$ cat config.mk
export PLATFORM = sky130hd
export DESIGN_NAME = software_timer_table_top
export DESIGN_NICKNAME = d
export VERILOG_FILES = /design/src/hw/rtl/stt_pkg.sv /design/src/hw/rtl/stt_cell.sv /design/src/hw/rtl/stt_ctrl.sv /design/src/hw/rtl/software_timer_table_top.sv
export SDC_FILE = /design/constraint.sdc
export NUM_CORES = 2
export LEC_CHECK = 0
export BUFFER_PORTS_ARGS = -buffer_cell sky130_fd_sc_hd__buf_2
export CORE_AREA = 8 8 479 481
export CTS_CLUSTER_SIZE = 28
export DETAILED_ROUTE_END_ITERATION = 8
export DIE_AREA = 0 0 487 489
export GPL_TIMING_DRIVEN = 0
export PLACE_DENSITY_LB_ADDON = 0.2
export SYNTH_ARGS = -nofsm -noshare
export SYNTH_HDL_FRONTEND = slang
export SYNTH_SLANG_ARGS = --single-unit
$ cat constraint.sdc
create_clock -name clk -period 22.1 [get_ports clk]
set_clock_uncertainty 0.2 [all_clocks]
set_input_delay 2.21 -clock clk [delete_from_list [all_inputs] [get_ports clk]]
set_output_delay 2.21 -clock clk [all_outputs]
set_load 0.005 [all_outputs]
$ cat src/hw/rtl/stt_pkg.sv
`default_nettype none
// ---------------------------------------------------------------------------
// stt_pkg: shared types and codes of the timer table
// Entry layout, cell command, controller states, opcodes and result kinds.
// ---------------------------------------------------------------------------
package stt_pkg;

    localparam int DEFAULT_SLOTS = 16;

    localparam int TIME_W   = 32;
    localparam int HANDLE_W = 31;
    localparam int IDENT_W  = 32;

    // opcodes on the input tuser
    localparam logic [1:0] OP_TICK   = 2'd0;
    localparam logic [1:0] OP_ADD    = 2'd1;
    localparam logic [1:0] OP_REMOVE = 2'd2;

    // result kinds on the output tuser
    localparam logic [1:0] KIND_ADD    = 2'd0;
    localparam logic [1:0] KIND_REMOVE = 2'd1;
    localparam logic [1:0] KIND_FIRED  = 2'd2;
    localparam logic [1:0] KIND_NOFIRE = 2'd3;

    typedef struct packed {
        logic                periodic;
        logic [TIME_W-1:0]   interval;
        logic [TIME_W-1:0]   due;
        logic [HANDLE_W-1:0] handle;
        logic [IDENT_W-1:0]  ident;
    } entry_t;

    // shift: whole chain moves one cell toward the head
    // put:   the cell at the write position takes the write data
    typedef struct packed {
        logic shift;
        logic put;
    } cell_cmd_t;

    typedef enum logic [1:0] {
        ST_IDLE,
        ST_ADD,
        ST_SCAN,
        ST_FIN
    } state_t;

endpackage

`default_nettype wire

$ cat src/hw/rtl/stt_cell.sv
`default_nettype none
// ---------------------------------------------------------------------------
// stt_cell: one timer slot
// Holds one entry; shifts in from its neighbor or loads the write data.
// ---------------------------------------------------------------------------
module stt_cell
#(
    parameter int IDX   = 0,
    parameter int CNT_W = 5
)
(
    input  wire                 clk,
    input  stt_pkg::cell_cmd_t  cmd,
    input  wire [CNT_W-1:0]     pos,
    input  stt_pkg::entry_t     wdata,
    input  stt_pkg::entry_t     shift_in,
    output stt_pkg::entry_t     q
);
    import stt_pkg::*;

    localparam logic [CNT_W-1:0] MY_POS = CNT_W'(IDX);

    entry_t entry_reg;
    entry_t entry_next;
    logic   hit;

    assign hit = cmd.put && (pos == MY_POS);

    always_comb
    begin
        entry_next = entry_reg;
        if (cmd.shift)
        begin
            entry_next = hit ? wdata : shift_in;
        end
        else if (hit)
        begin
            entry_next = wdata;
        end
    end

    // payload only, no reset needed; liveness is tracked by the fill count
    always_ff @(posedge clk)
    begin
        entry_reg <= entry_next;
    end

    assign q = entry_reg;

endmodule

`default_nettype wire

$ cat src/hw/rtl/stt_ctrl.sv
`default_nettype none
// ---------------------------------------------------------------------------
// stt_ctrl: sequencer of the timer table
// Takes a command, walks the head of the cell chain, builds the results.
// ---------------------------------------------------------------------------
module stt_ctrl
#(
    parameter int TIMER_SLOTS = stt_pkg::DEFAULT_SLOTS,
    parameter int CNT_W       = $clog2(TIMER_SLOTS + 1)
)
(
    input  wire                          clk,
    input  wire                          rst_n,
    // command side
    input  wire                          in_valid,
    output logic                         in_ready,
    input  wire [1:0]                    in_op,
    input  wire [stt_pkg::TIME_W-1:0]    in_now,
    input  wire [stt_pkg::TIME_W-1:0]    in_interval,
    input  wire                          in_periodic,
    input  wire [stt_pkg::HANDLE_W-1:0]  in_handle,
    input  wire [stt_pkg::IDENT_W-1:0]   in_target,
    // result side
    output logic                         out_valid,
    input  wire                          out_ready,
    output logic [1:0]                   out_kind,
    output logic                         out_success,
    output logic [stt_pkg::IDENT_W-1:0]  out_id,
    output logic [stt_pkg::HANDLE_W-1:0] out_handle,
    output logic                         out_last,
    // cell chain
    input  stt_pkg::entry_t              head,
    output stt_pkg::cell_cmd_t           cmd,
    output logic [CNT_W-1:0]             pos,
    output stt_pkg::entry_t              wdata
);
    import stt_pkg::*;

    localparam logic [CNT_W-1:0] FULL = CNT_W'(TIMER_SLOTS);
    localparam logic [CNT_W-1:0] ONE  = CNT_W'(1);

    state_t state_reg, state_next;

    logic [1:0]          op_reg, op_next;
    logic [TIME_W-1:0]   now_reg, now_next;
    logic [TIME_W-1:0]   ivl_reg, ivl_next;
    logic                per_reg, per_next;
    logic [HANDLE_W-1:0] hnd_reg, hnd_next;
    logic [IDENT_W-1:0]  tgt_reg, tgt_next;

    logic [CNT_W-1:0]    cnt_reg, cnt_next;
    logic [CNT_W-1:0]    scan_reg, scan_next;
    logic [IDENT_W-1:0]  ident_reg, ident_next;
    logic                found_reg, found_next;

    logic                pend_valid_reg, pend_valid_next;
    logic [IDENT_W-1:0]  pend_id_reg, pend_id_next;
    logic [HANDLE_W-1:0] pend_hnd_reg, pend_hnd_next;

    logic                out_valid_reg, out_valid_next;
    logic [1:0]          out_kind_reg, out_kind_next;
    logic                out_ok_reg, out_ok_next;
    logic [IDENT_W-1:0]  out_id_reg, out_id_next;
    logic [HANDLE_W-1:0] out_hnd_reg, out_hnd_next;
    logic                out_last_reg, out_last_next;

    logic                out_free;
    logic                accept;
    logic                step;
    logic [TIME_W-1:0]   late;
    logic                fire;
    logic                match;

    assign out_free = !out_valid_reg || out_ready;
    assign in_ready = (state_reg == ST_IDLE);
    assign accept   = in_valid && in_ready;
    assign step     = (state_reg == ST_SCAN) && (scan_reg != '0) && out_free;
    assign late     = now_reg - head.due;
    assign fire     = !late[TIME_W-1];
    assign match    = !found_reg && (head.ident == tgt_reg);

    // next state
    always_comb
    begin
        state_next = state_reg;
        unique case (state_reg)
            ST_IDLE:
            begin
                if (accept)
                begin
                    unique case (in_op)
                        OP_ADD:    state_next = ST_ADD;
                        OP_TICK:   state_next = ST_SCAN;
                        OP_REMOVE: state_next = ST_SCAN;
                        default:   state_next = ST_IDLE;
                    endcase
                end
            end
            ST_ADD:
            begin
                if (out_free)
                    state_next = ST_IDLE;
            end
            ST_SCAN:
            begin
                if (scan_reg == '0)
                    state_next = ST_FIN;
            end
            ST_FIN:
            begin
                if (out_free)
                    state_next = ST_IDLE;
            end
            default: state_next = ST_IDLE;
        endcase
    end

    // datapath and outputs
    always_comb
    begin
        op_next         = op_reg;
        now_next        = now_reg;
        ivl_next        = ivl_reg;
        per_next        = per_reg;
        hnd_next        = hnd_reg;
        tgt_next        = tgt_reg;
        cnt_next        = cnt_reg;
        scan_next       = scan_reg;
        ident_next      = ident_reg;
        found_next      = found_reg;
        pend_valid_next = pend_valid_reg;
        pend_id_next    = pend_id_reg;
        pend_hnd_next   = pend_hnd_reg;
        out_valid_next  = out_valid_reg && !out_ready;
        out_kind_next   = out_kind_reg;
        out_ok_next     = out_ok_reg;
        out_id_next     = out_id_reg;
        out_hnd_next    = out_hnd_reg;
        out_last_next   = out_last_reg;
        cmd             = '0;
        pos             = cnt_reg - ONE;
        wdata           = head;

        unique case (state_reg)
            ST_IDLE:
            begin
                if (accept)
                begin
                    op_next         = in_op;
                    now_next        = in_now;
                    ivl_next        = in_interval;
                    per_next        = in_periodic;
                    hnd_next        = in_handle;
                    tgt_next        = in_target;
                    scan_next       = cnt_reg;
                    found_next      = 1'b0;
                    pend_valid_next = 1'b0;
                end
            end
            ST_ADD:
            begin
                if (out_free)
                begin
                    out_valid_next = 1'b1;
                    out_kind_next  = KIND_ADD;
                    out_hnd_next   = '0;
                    out_last_next  = 1'b1;
                    if (cnt_reg != FULL)
                    begin
                        cmd.put        = 1'b1;
                        pos            = cnt_reg;
                        wdata.periodic = per_reg;
                        wdata.interval = ivl_reg;
                        wdata.due      = now_reg + ivl_reg;
                        wdata.handle   = hnd_reg;
                        wdata.ident    = ident_reg;
                        cnt_next       = cnt_reg + ONE;
                        ident_next     = ident_reg + IDENT_W'(1);
                        out_ok_next    = 1'b1;
                        out_id_next    = ident_reg;
                    end
                    else
                    begin
                        out_ok_next = 1'b0;
                        out_id_next = '0;
                    end
                end
            end
            ST_SCAN:
            begin
                if (step)
                begin
                    // head leaves the chain; kept entries re-enter behind the live ones
                    cmd.shift = 1'b1;
                    scan_next = scan_reg - ONE;
                    if (op_reg == OP_TICK)
                    begin
                        if (fire)
                        begin
                            if (pend_valid_reg)
                            begin
                                out_valid_next = 1'b1;
                                out_kind_next  = KIND_FIRED;
                                out_ok_next    = 1'b1;
                                out_id_next    = pend_id_reg;
                                out_hnd_next   = pend_hnd_reg;
                                out_last_next  = 1'b0;
                            end
                            pend_valid_next = 1'b1;
                            pend_id_next    = head.ident;
                            pend_hnd_next   = head.handle;
                            if (head.periodic)
                            begin
                                cmd.put   = 1'b1;
                                wdata.due = now_reg + head.interval;
                            end
                            else
                            begin
                                cnt_next = cnt_reg - ONE;
                            end
                        end
                        else
                        begin
                            cmd.put = 1'b1;
                        end
                    end
                    else
                    begin
                        if (match)
                        begin
                            found_next = 1'b1;
                            cnt_next   = cnt_reg - ONE;
                        end
                        else
                        begin
                            cmd.put = 1'b1;
                        end
                    end
                end
            end
            ST_FIN:
            begin
                if (out_free)
                begin
                    out_valid_next = 1'b1;
                    out_last_next  = 1'b1;
                    out_id_next    = '0;
                    out_hnd_next   = '0;
                    if (op_reg == OP_TICK)
                    begin
                        if (pend_valid_reg)
                        begin
                            out_kind_next = KIND_FIRED;
                            out_ok_next   = 1'b1;
                            out_id_next   = pend_id_reg;
                            out_hnd_next  = pend_hnd_reg;
                        end
                        else
                        begin
                            out_kind_next = KIND_NOFIRE;
                            out_ok_next   = 1'b0;
                        end
                    end
                    else
                    begin
                        out_kind_next = KIND_REMOVE;
                        out_ok_next   = found_reg;
                    end
                end
            end
            default:
            begin
                cmd = '0;
            end
        endcase
    end

    always_ff @(posedge clk or negedge rst_n)
    begin
        if (!rst_n)
        begin
            state_reg      <= ST_IDLE;
            cnt_reg        <= '0;
            ident_reg      <= '0;
            out_valid_reg  <= 1'b0;
            pend_valid_reg <= 1'b0;
            found_reg      <= 1'b0;
            scan_reg       <= '0;
        end
        else
        begin
            state_reg      <= state_next;
            cnt_reg        <= cnt_next;
            ident_reg      <= ident_next;
            out_valid_reg  <= out_valid_next;
            pend_valid_reg <= pend_valid_next;
            found_reg      <= found_next;
            scan_reg       <= scan_next;
        end
    end

    always_ff @(posedge clk)
    begin
        op_reg       <= op_next;
        now_reg      <= now_next;
        ivl_reg      <= ivl_next;
        per_reg      <= per_next;
        hnd_reg      <= hnd_next;
        tgt_reg      <= tgt_next;
        pend_id_reg  <= pend_id_next;
        pend_hnd_reg <= pend_hnd_next;
        out_kind_reg <= out_kind_next;
        out_ok_reg   <= out_ok_next;
        out_id_reg   <= out_id_next;
        out_hnd_reg  <= out_hnd_next;
        out_last_reg <= out_last_next;
    end

    assign out_valid   = out_valid_reg;
    assign out_kind    = out_kind_reg;
    assign out_success = out_ok_reg;
    assign out_id      = out_id_reg;
    assign out_handle  = out_hnd_reg;
    assign out_last    = out_last_reg;

endmodule

`default_nettype wire

$ cat src/hw/rtl/software_timer_table_top.sv
`default_nettype none
// ---------------------------------------------------------------------------
// software_timer_table_top: table of one-shot and periodic timers
// Add, remove and tick commands over a chain of timer slot cells.
// ---------------------------------------------------------------------------
//
//  channel  | direction | tuser        | tdata                     | tlast
//  ---------+-----------+--------------+---------------------------+-------
//  s_axis   | in        | opcode       | now, interval, periodic,  | -
//           |           |              | handle, target id (128b)  |
//  m_axis   | out       | result kind  | success, id, handle (64b) | last
//
//  Steps: an add is accepted, then stored and answered in ST_ADD; a tick
//  or remove is accepted, then shifts each live slot past the head in
//  turn, then leaves the scan and sends the final result. An
//  unused opcode is dropped in its accept cycle. Each result sits in one
//  output register; the scan waits while that register is held by
//  m_axis_tready. Reset clears the fill count, the id counter and all
//  handshake state; slot contents are not reset. No clearing pass.
//
// Live timers sit packed in cells 0..count-1, oldest in cell 0. A tick or
// remove moves every live entry once through the head: the head entry is
// examined and either written back behind the other live entries or
// dropped, so creation order and packing are kept without a gap-closing
// pass. A fired result is held back one step so that the final one can be
// marked last.
// ---------------------------------------------------------------------------
module software_timer_table_top
#(
    parameter int TIMER_SLOTS = stt_pkg::DEFAULT_SLOTS
)
(
    input  wire          clk,
    input  wire          rst_n,
    input  wire          s_axis_tvalid,
    output logic         s_axis_tready,
    // [127:96] target_id, [95:65] callback_handle, [64] periodic,
    // [63:32] interval_ms, [31:0] now_ms
    input  wire [127:0]  s_axis_tdata,
    // [1:0] opcode
    input  wire [1:0]    s_axis_tuser,
    output logic         m_axis_tvalid,
    input  wire          m_axis_tready,
    // [63:33] fired_handle, [32:1] timer_id, [0] success
    output logic [63:0]  m_axis_tdata,
    // [1:0] result_kind
    output logic [1:0]   m_axis_tuser,
    output logic         m_axis_tlast
);
    import stt_pkg::*;

    localparam int CNT_W = $clog2(TIMER_SLOTS + 1);

    cell_cmd_t           cmd;
    logic [CNT_W-1:0]    pos;
    entry_t              wdata;
    entry_t              q [TIMER_SLOTS];

    logic                res_success;
    logic [IDENT_W-1:0]  res_id;
    logic [HANDLE_W-1:0] res_handle;

    stt_ctrl
    #(
        .TIMER_SLOTS (TIMER_SLOTS),
        .CNT_W       (CNT_W)
    )
    u_ctrl
    (
        .clk         (clk),
        .rst_n       (rst_n),
        .in_valid    (s_axis_tvalid),
        .in_ready    (s_axis_tready),
        .in_op       (s_axis_tuser),
        .in_now      (s_axis_tdata[31:0]),
        .in_interval (s_axis_tdata[63:32]),
        .in_periodic (s_axis_tdata[64]),
        .in_handle   (s_axis_tdata[95:65]),
        .in_target   (s_axis_tdata[127:96]),
        .out_valid   (m_axis_tvalid),
        .out_ready   (m_axis_tready),
        .out_kind    (m_axis_tuser),
        .out_success (res_success),
        .out_id      (res_id),
        .out_handle  (res_handle),
        .out_last    (m_axis_tlast),
        .head        (q[0]),
        .cmd         (cmd),
        .pos         (pos),
        .wdata       (wdata)
    );

    // slot chain: each cell but the tail takes its upper neighbor on a shift; the tail keeps its own
    for (genvar i = 0; i < TIMER_SLOTS; i++)
    begin : g_cell
        entry_t nb;
        if (i == TIMER_SLOTS - 1)
        begin : g_tail
            assign nb = q[i];
        end
        else
        begin : g_body
            assign nb = q[i+1];
        end

        stt_cell
        #(
            .IDX   (i),
            .CNT_W (CNT_W)
        )
        u_cell
        (
            .clk      (clk),
            .cmd      (cmd),
            .pos      (pos),
            .wdata    (wdata),
            .shift_in (nb),
            .q        (q[i])
        );
    end

    assign m_axis_tdata = {res_handle, res_id, res_success};

endmodule

`default_nettype wire

Yosys cells after proc, flatten, opt, wreduce, memory -nomap -nowiden
Cells that the tools add are included.
Operators by class
  equality and inequality tests: 37
  mux-type cells: 139
  add/subtract/negate cells: 7
  reductions and logical operators: 62
  bitwise logic cells: 1
Operator list (count)
  $mux W128: 47
  $mux W32: 13
  $mux W31: 8
  $pmux W32 S3: 1
  $pmux W31 S3: 1
  $add A32 B32 Y32: 2
  $pmux W32 S2: 1
  $mux W63: 1
  $mux W5: 12
  $eq A5 B4 Y1 const B: 8
  $reduce_bool A2 Y1: 18
  $mux W1: 33
  $mux W33: 1
  $add A32 B1 Y32 const B: 1
  $eq A32 B32 Y1: 1
  $sub A32 B32 Y32: 1
  $logic_and A1 B1 Y1: 21
  $eq A5 B3 Y1 const B: 4
  $mux W2: 10
  $pmux W5 S2: 2
  $ne A2 B1 Y1 const B: 7
  $reduce_and A7 Y1: 2
  $pmux W2 S3: 2
  $eq A5 B2 Y1 const B: 2
  25 further kinds: 47
Storage, ports and cells
  bits of input ports: 134
  output and inout port bits: 69
  word-level logic and storage cells: 346
  bits in registers: 2355

Logic depth before layout (Yosys ltp)
  word-level depth: 9
  mapped depth: 16
  mapped depth without buffers: 13

Cells and area by module
Synthesis repeated with hierarchy kept, for this count alone.
Unflattened totals
  cells, all modules: 6048
  area, all modules: 107979.8 um2
Modules (own cells, without submodules)
  stt_cell at g_cell[10].u_cell ...: cells an instance 274, area each 5480.3 um2, sequential area each 3843.7 um2, instances 5
  stt_ctrl: cells an instance 1663, area each 17319.1 um2, sequential area each 8983.6 um2, instances 1
  stt_cell at g_cell[0].u_cell ...: cells an instance 274, area each 5482.8 um2, sequential area each 3843.7 um2, instances 3
  stt_cell at g_cell[11].u_cell ...: cells an instance 274, area each 5993.2 um2, sequential area each 3843.7 um2, instances 2
  stt_cell at g_cell[1].u_cell ...: cells an instance 274, area each 5958.2 um2, sequential area each 3843.7 um2, instances 2
  stt_cell at g_cell[13].u_cell ...: cells an instance 274, area each 5477.8 um2, sequential area each 3843.7 um2, instances 2
  stt_cell at g_cell[15].u_cell: cells an instance 274, area each 5983.2 um2, sequential area each 3843.7 um2, instances 1
  stt_cell at g_cell[3].u_cell: cells an instance 274, area each 5962.0 um2, sequential area each 3843.7 um2, instances 1
  software_timer_table_top: cells an instance 1, area each 7.5 um2, sequential area each 0.0 um2, instances 1

Least setup slack after synthesis
No wires, ideal clock.
  kind: input to register
  from: input m_axis_tready
  to: register g_cell[14].u_cell.entry_reg, in the netlist g_cell[14].u_cell.q[0] (enable)
  required time: 20939 ps
  path slack: 4484 ps
  arrival: 16455 ps
  path buffers: 4
  setup time: 961 ps
  stages: 8
  cell sequence: nand2b_1 clkbuf_1 and2_1 nand2_1 clkbuf_1 buf_1 buf_2 o41ai_1
Between the ends
  cells in the longest elaborated chain, start to end: 6
  elaborated cells between the ends (all ways): 11
  classes of those cells: 1 x eq/ne; 6 x mux; 4 x reduce/logical
RTL lines
  from (decl): line software_timer_table_top.sv:43  | input wire m_axis_tready,
  $logic_or A1 B1 Y1 (*): line stt_ctrl.sv:74  | assign out_free = !out_valid_reg || out_ready;
  $mux W5 or $logic_and A1 B1 Y1 (tied branches): line stt_ctrl.sv:162, stt_ctrl.sv:77
  $mux W5 or $mux W2 (tied branches): line stt_ctrl.sv:144, stt_ctrl.sv:191
  $eq A5 B4 Y1 or $pmux W1 S2 (tied branches): line stt_cell.sv:27, stt_ctrl.sv:144
  $logic_and A1 B1 Y1: line stt_cell.sv:27  | assign hit = cmd.put && (pos == MY_POS);
  $reduce_bool A2 Y1 (no line) (*)
  to (signal assigned): line stt_cell.sv:45  | entry_reg <= entry_next;
  to (decl): line stt_cell.sv:23  | entry_t entry_reg;
Every way passes the cells marked *; elsewhere a longest branch is shown, timed or not.
A chain may end at the register's enable or synchronous reset.

Worst setup path in the final report
  from: input m_axis_tready
  to: register g_cell[15].u_cell.entry_reg, in the netlist g_cell[15].u_cell.q[27] (enable)
Between the ends
  cells in the longest elaborated chain, start to end: 5
  elaborated cells between the ends (all ways): 9
  classes of those cells: 1 x eq/ne; 5 x mux; 3 x reduce/logical
RTL lines
  $logic_or A1 B1 Y1 (*): line stt_ctrl.sv:74
  $mux W5 or $logic_and A1 B1 Y1 (tied branches): line stt_ctrl.sv:162, stt_ctrl.sv:77
  $mux W5 or $mux W2 (tied branches): line stt_ctrl.sv:144, stt_ctrl.sv:191
  $eq A5 B4 Y1 or $pmux W1 S2 (tied branches): line stt_cell.sv:27, stt_ctrl.sv:144
  $logic_and A1 B1 Y1 (*): line stt_cell.sv:27
  named net g_cell[15].u_cell.hit: line stt_cell.sv:25  | logic hit;
  to (signal assigned): line stt_cell.sv:45
  to (decl): line stt_cell.sv:23
Mark *: on every way through the listed nets, which the timed path passes. The rest lies on a longest branch.

==> reports/qor.yml <==
outcome: "finished, violations left"
violations: "max-capacitance violations"
synth_compound_area_frac: 0.1110
synth.area.top_cells: "edfxtp_1 (70%), a21oi_1 (8.6%), nor2_1 (6.5%)"
reg2reg_to: "g_cell[15].u_cell.q[27]"
io_pins: 203
htreeDepth: 4
synth_top_family_by_area: "compound AO/OA/AOI/OAI gates"
clockBufferDepth: 3
dpl.cell_count: 11065
worstMarginPinSlew_ns: 1.482
min_path_type: "reg2reg"
finalSetupTns_ns: 0
crit_family: "buffers and inverters"
antenna_found_initial: 27
fin_ws_ns: 14.67
syn-cell-area_um2: 99100
crit_slowest_cell: "clkbuf_1"
ys.flop_type: "edfxtp_1"
met1_length_mm: 103.4
path_buf_inv: 13
syn2layout_area_growth_pct: 14.30
finalWirelength_mm: 247.3
routabilityCongestion: 0.8689
final_cells: 11494
cts_buffers: 233
wl_met3_mm: 17.45
ys_ff_latch: 2355
r2r_cells: 19
critPathCaptureType: "flop"
first_iter_violations: 5375
fp.dieW_um: 487
vias_per_cell: 5.442
place_ws_ns: 13.85
synth_top_area_cell: "edfxtp_1"
num_rows: 173
tritoncts: "done"
cpMostUsedCell: "buf_4"
post_cts_resized: 0
synth_top_area_frac: 0.6994
fin_crit_ns: 7.430
dr_total_vias: 62552
dr_wl_met2_mm: 119.1
grt_pass1_wl_mm: 375.9
initial_core_util: 0.4475
min_from: "g_cell[0].u_cell.q[35]"
synth_cells: 7769
nets: 8562
yosysSeqAreaShare: 0.7112
min_period_over_period: 0.3362
drc: 0
clk_latency_ns: 0.86
cts.clk_slew.worst_paths_ns: 0.06
relSlewSlack: 0.005382
startpoint: "m_axis_tready"
cp.arrival_ns: 7.79
grt_pass1_vias: 61207
synth_cell_type_count: 75
synth_adder_area_share: 0.01316
synthSimpleGateAreaFrac: 0.08173
synth_edf_count: 2308
critPathMaxStageDelay_ns: 1.06
hpwl_mm: 179.5
io_buffer_count: 202
ant_nets: 0
ys_async_sr_fraction: 0.01996
synth_xor_xnor_area_share: 0.01087
required_ns: 22.46
largest_reg_flops: 2048
drive_gt1_frac: 0.1406
synth_nets: 8006
die_y_um: 489
yosys_warnings: 0
core_um2: 221400
setup_viol: 0
rsz0062_at_grt: "false"
post_cts_buffers: 0
synth.area.mux_share: 0.04089
cp-endpoint: "g_cell[15].u_cell.q[27]"
r2r_slack_ns: 15.01
dieArea_um2: 238100
critical_path.startpoint_type: "primary input"
postCtsHoldBufs: 0
r2r-start: "u_ctrl.cnt_reg[0]"
highest_layer: "met5"
cp.depth: 18
finalMaxSlewViolations: 0
cts_sinks: 2355
grt_start_max_net_pins: 69
path_cells: "buf_2, nand2b_1, clkbuf_1, nand2_1, nor2_1, clkbuf_1, buf_1, a21oi_1, nor4_2, buf_4, buf_4, buf_4, buf_6, buf_4, buf_4, buf_4, buf_4, buf_4"
path_class: "in2reg"
fmax_ghz: 0.1346
p_leak_nw: 40.26
overflow: 0
wl_per_cell_um: 21.52
max_cap_violations: 1
grt_usage: 0.2033
vdd_drop_max_uv: 112.4
power_density_nw_per_um2: 173.7
final-hold-violation-count: 0
firstDrtPassIters: 9
cts_root_buffer: "clkbuf_16"
crit_fanout: 10
syn_area_per_cell_um2: 12.76
## per-layer routing
layer	vias to the layer above	GRT usage
met3	420	0.03966
met5	-	0
met4	6	0.06338
li1	29428	-
met2	1794	0.3419
met1	30904	0.2681
## power breakdown
part / leakage (nW) / switching, mW / internal, mW
logic: 14.7 / 4.92 / 2.43
clock network: 3.53 / 1.65 / 2.15
registers: 22.0 / 0.543 / 7.99
total: 40.3 / 7.11 / 12.6
## cell usage after synthesis (15+ instances only)
master / count
dfrtp_1: 47
o21ai_1: 23
clkbuf_1: 339
a21oi_2: 22
ha_1: 101
a22o_1: 36
a21o_1: 33
a31oi_1: 24
nor3_1: 22
buf_1: 18
mux2_2: 271
mux2i_1: 100
nand3_1: 44
xor2_1: 30
and2_1: 47
nand2_1: 115
a21oi_1: 1710
and3_1: 15
xnor2_1: 93
nor2_1: 1720
buf_2: 202
inv_1: 169
o21ai_0: 76
edfxtp_1: 2308
nand4_1: 23
## layout by cell type (no fill, tap or decap), types with 21 or more instances in the layout
master,synthesis,layout
clkbuf_2,0,25
buf_4,2,38
clkinv_2,0,33
clkinv_1,1,57
ha_1,101,101
xnor2_1,93,93
dfrtp_1,47,47
xor2_1,30,30
clkbuf_1,339,375
inv_1,169,168
nand4_1,23,23
nor2_1,1720,1720
a21oi_2,22,22
o21ai_0,76,64
buf_2,202,408
and2_1,47,47
a31oi_1,24,24
o21ai_1,23,23
a21o_1,33,33
nand3_1,44,44
a21oi_1,1710,1710
nand2_1,115,114
a22o_1,36,36
mux2i_1,100,100
edfxtp_1,2308,2308
buf_12,0,48
clkbuf_16,0,236
mux2_2,271,271
nor3_1,22,21
## kinds of logic after synthesis
group | Yosys count
simple gates | 2036
xor+xnor | 123
compound gates | 2042
buf+inv | 739
flops | 2355
fa+ha+maj | 103
mux | 371
## metrics by stage
step | power, mW | utilization | hold WS [ns] | cell area, um^2
2_1_floorplan | 13.65 | - | 0.2261 | 99100
3_3_place_gp | 16.23 | 0.4689 | 0.2366 | 103800
3_5_place_dp | 15.94 | 0.4788 | 0.2360 | 106000
4_1_cts | 19.78 | 0.5115 | 0.2447 | 113300
5_1_grt | 20.84 | 0.5115 | 0.2429 | 113300
6_report | 19.68 | 0.5115 | 0.2350 | 113300
## worst min-delay path by stage
stage | endpoint | slack [ns] | cells after the start
floorplan | u_ctrl.pend_hnd_reg[0] | 0.23 | 0
global placement | u_ctrl.pend_hnd_reg[3] | 0.24 | 0
detailed placement | u_ctrl.pend_hnd_reg[4] | 0.24 | 0
CTS | u_ctrl.pend_hnd_reg[3] | 0.24 | 0
global route | u_ctrl.pend_hnd_reg[3] | 0.24 | 0
finish | u_ctrl.pend_hnd_reg[3] | 0.23 | 0
## final cells by class
type / instances / area [um^2]
Clock inverter: 121 / 1026
Buffer: 568 / 2477
Timing Repair Buffer: 321 / 2964
Sequential cell: 2355 / 70480
Antenna cell: 5 / 12.51
Clock buffer: 303 / 6217
Multi-Input combinational cell: 4675 / 25720
Inverter: 171 / 646.9
Fill cell: 18967 / 108200
Tap cell: 2975 / 3722
Note: power is estimated with default switching activity, not from simulation.
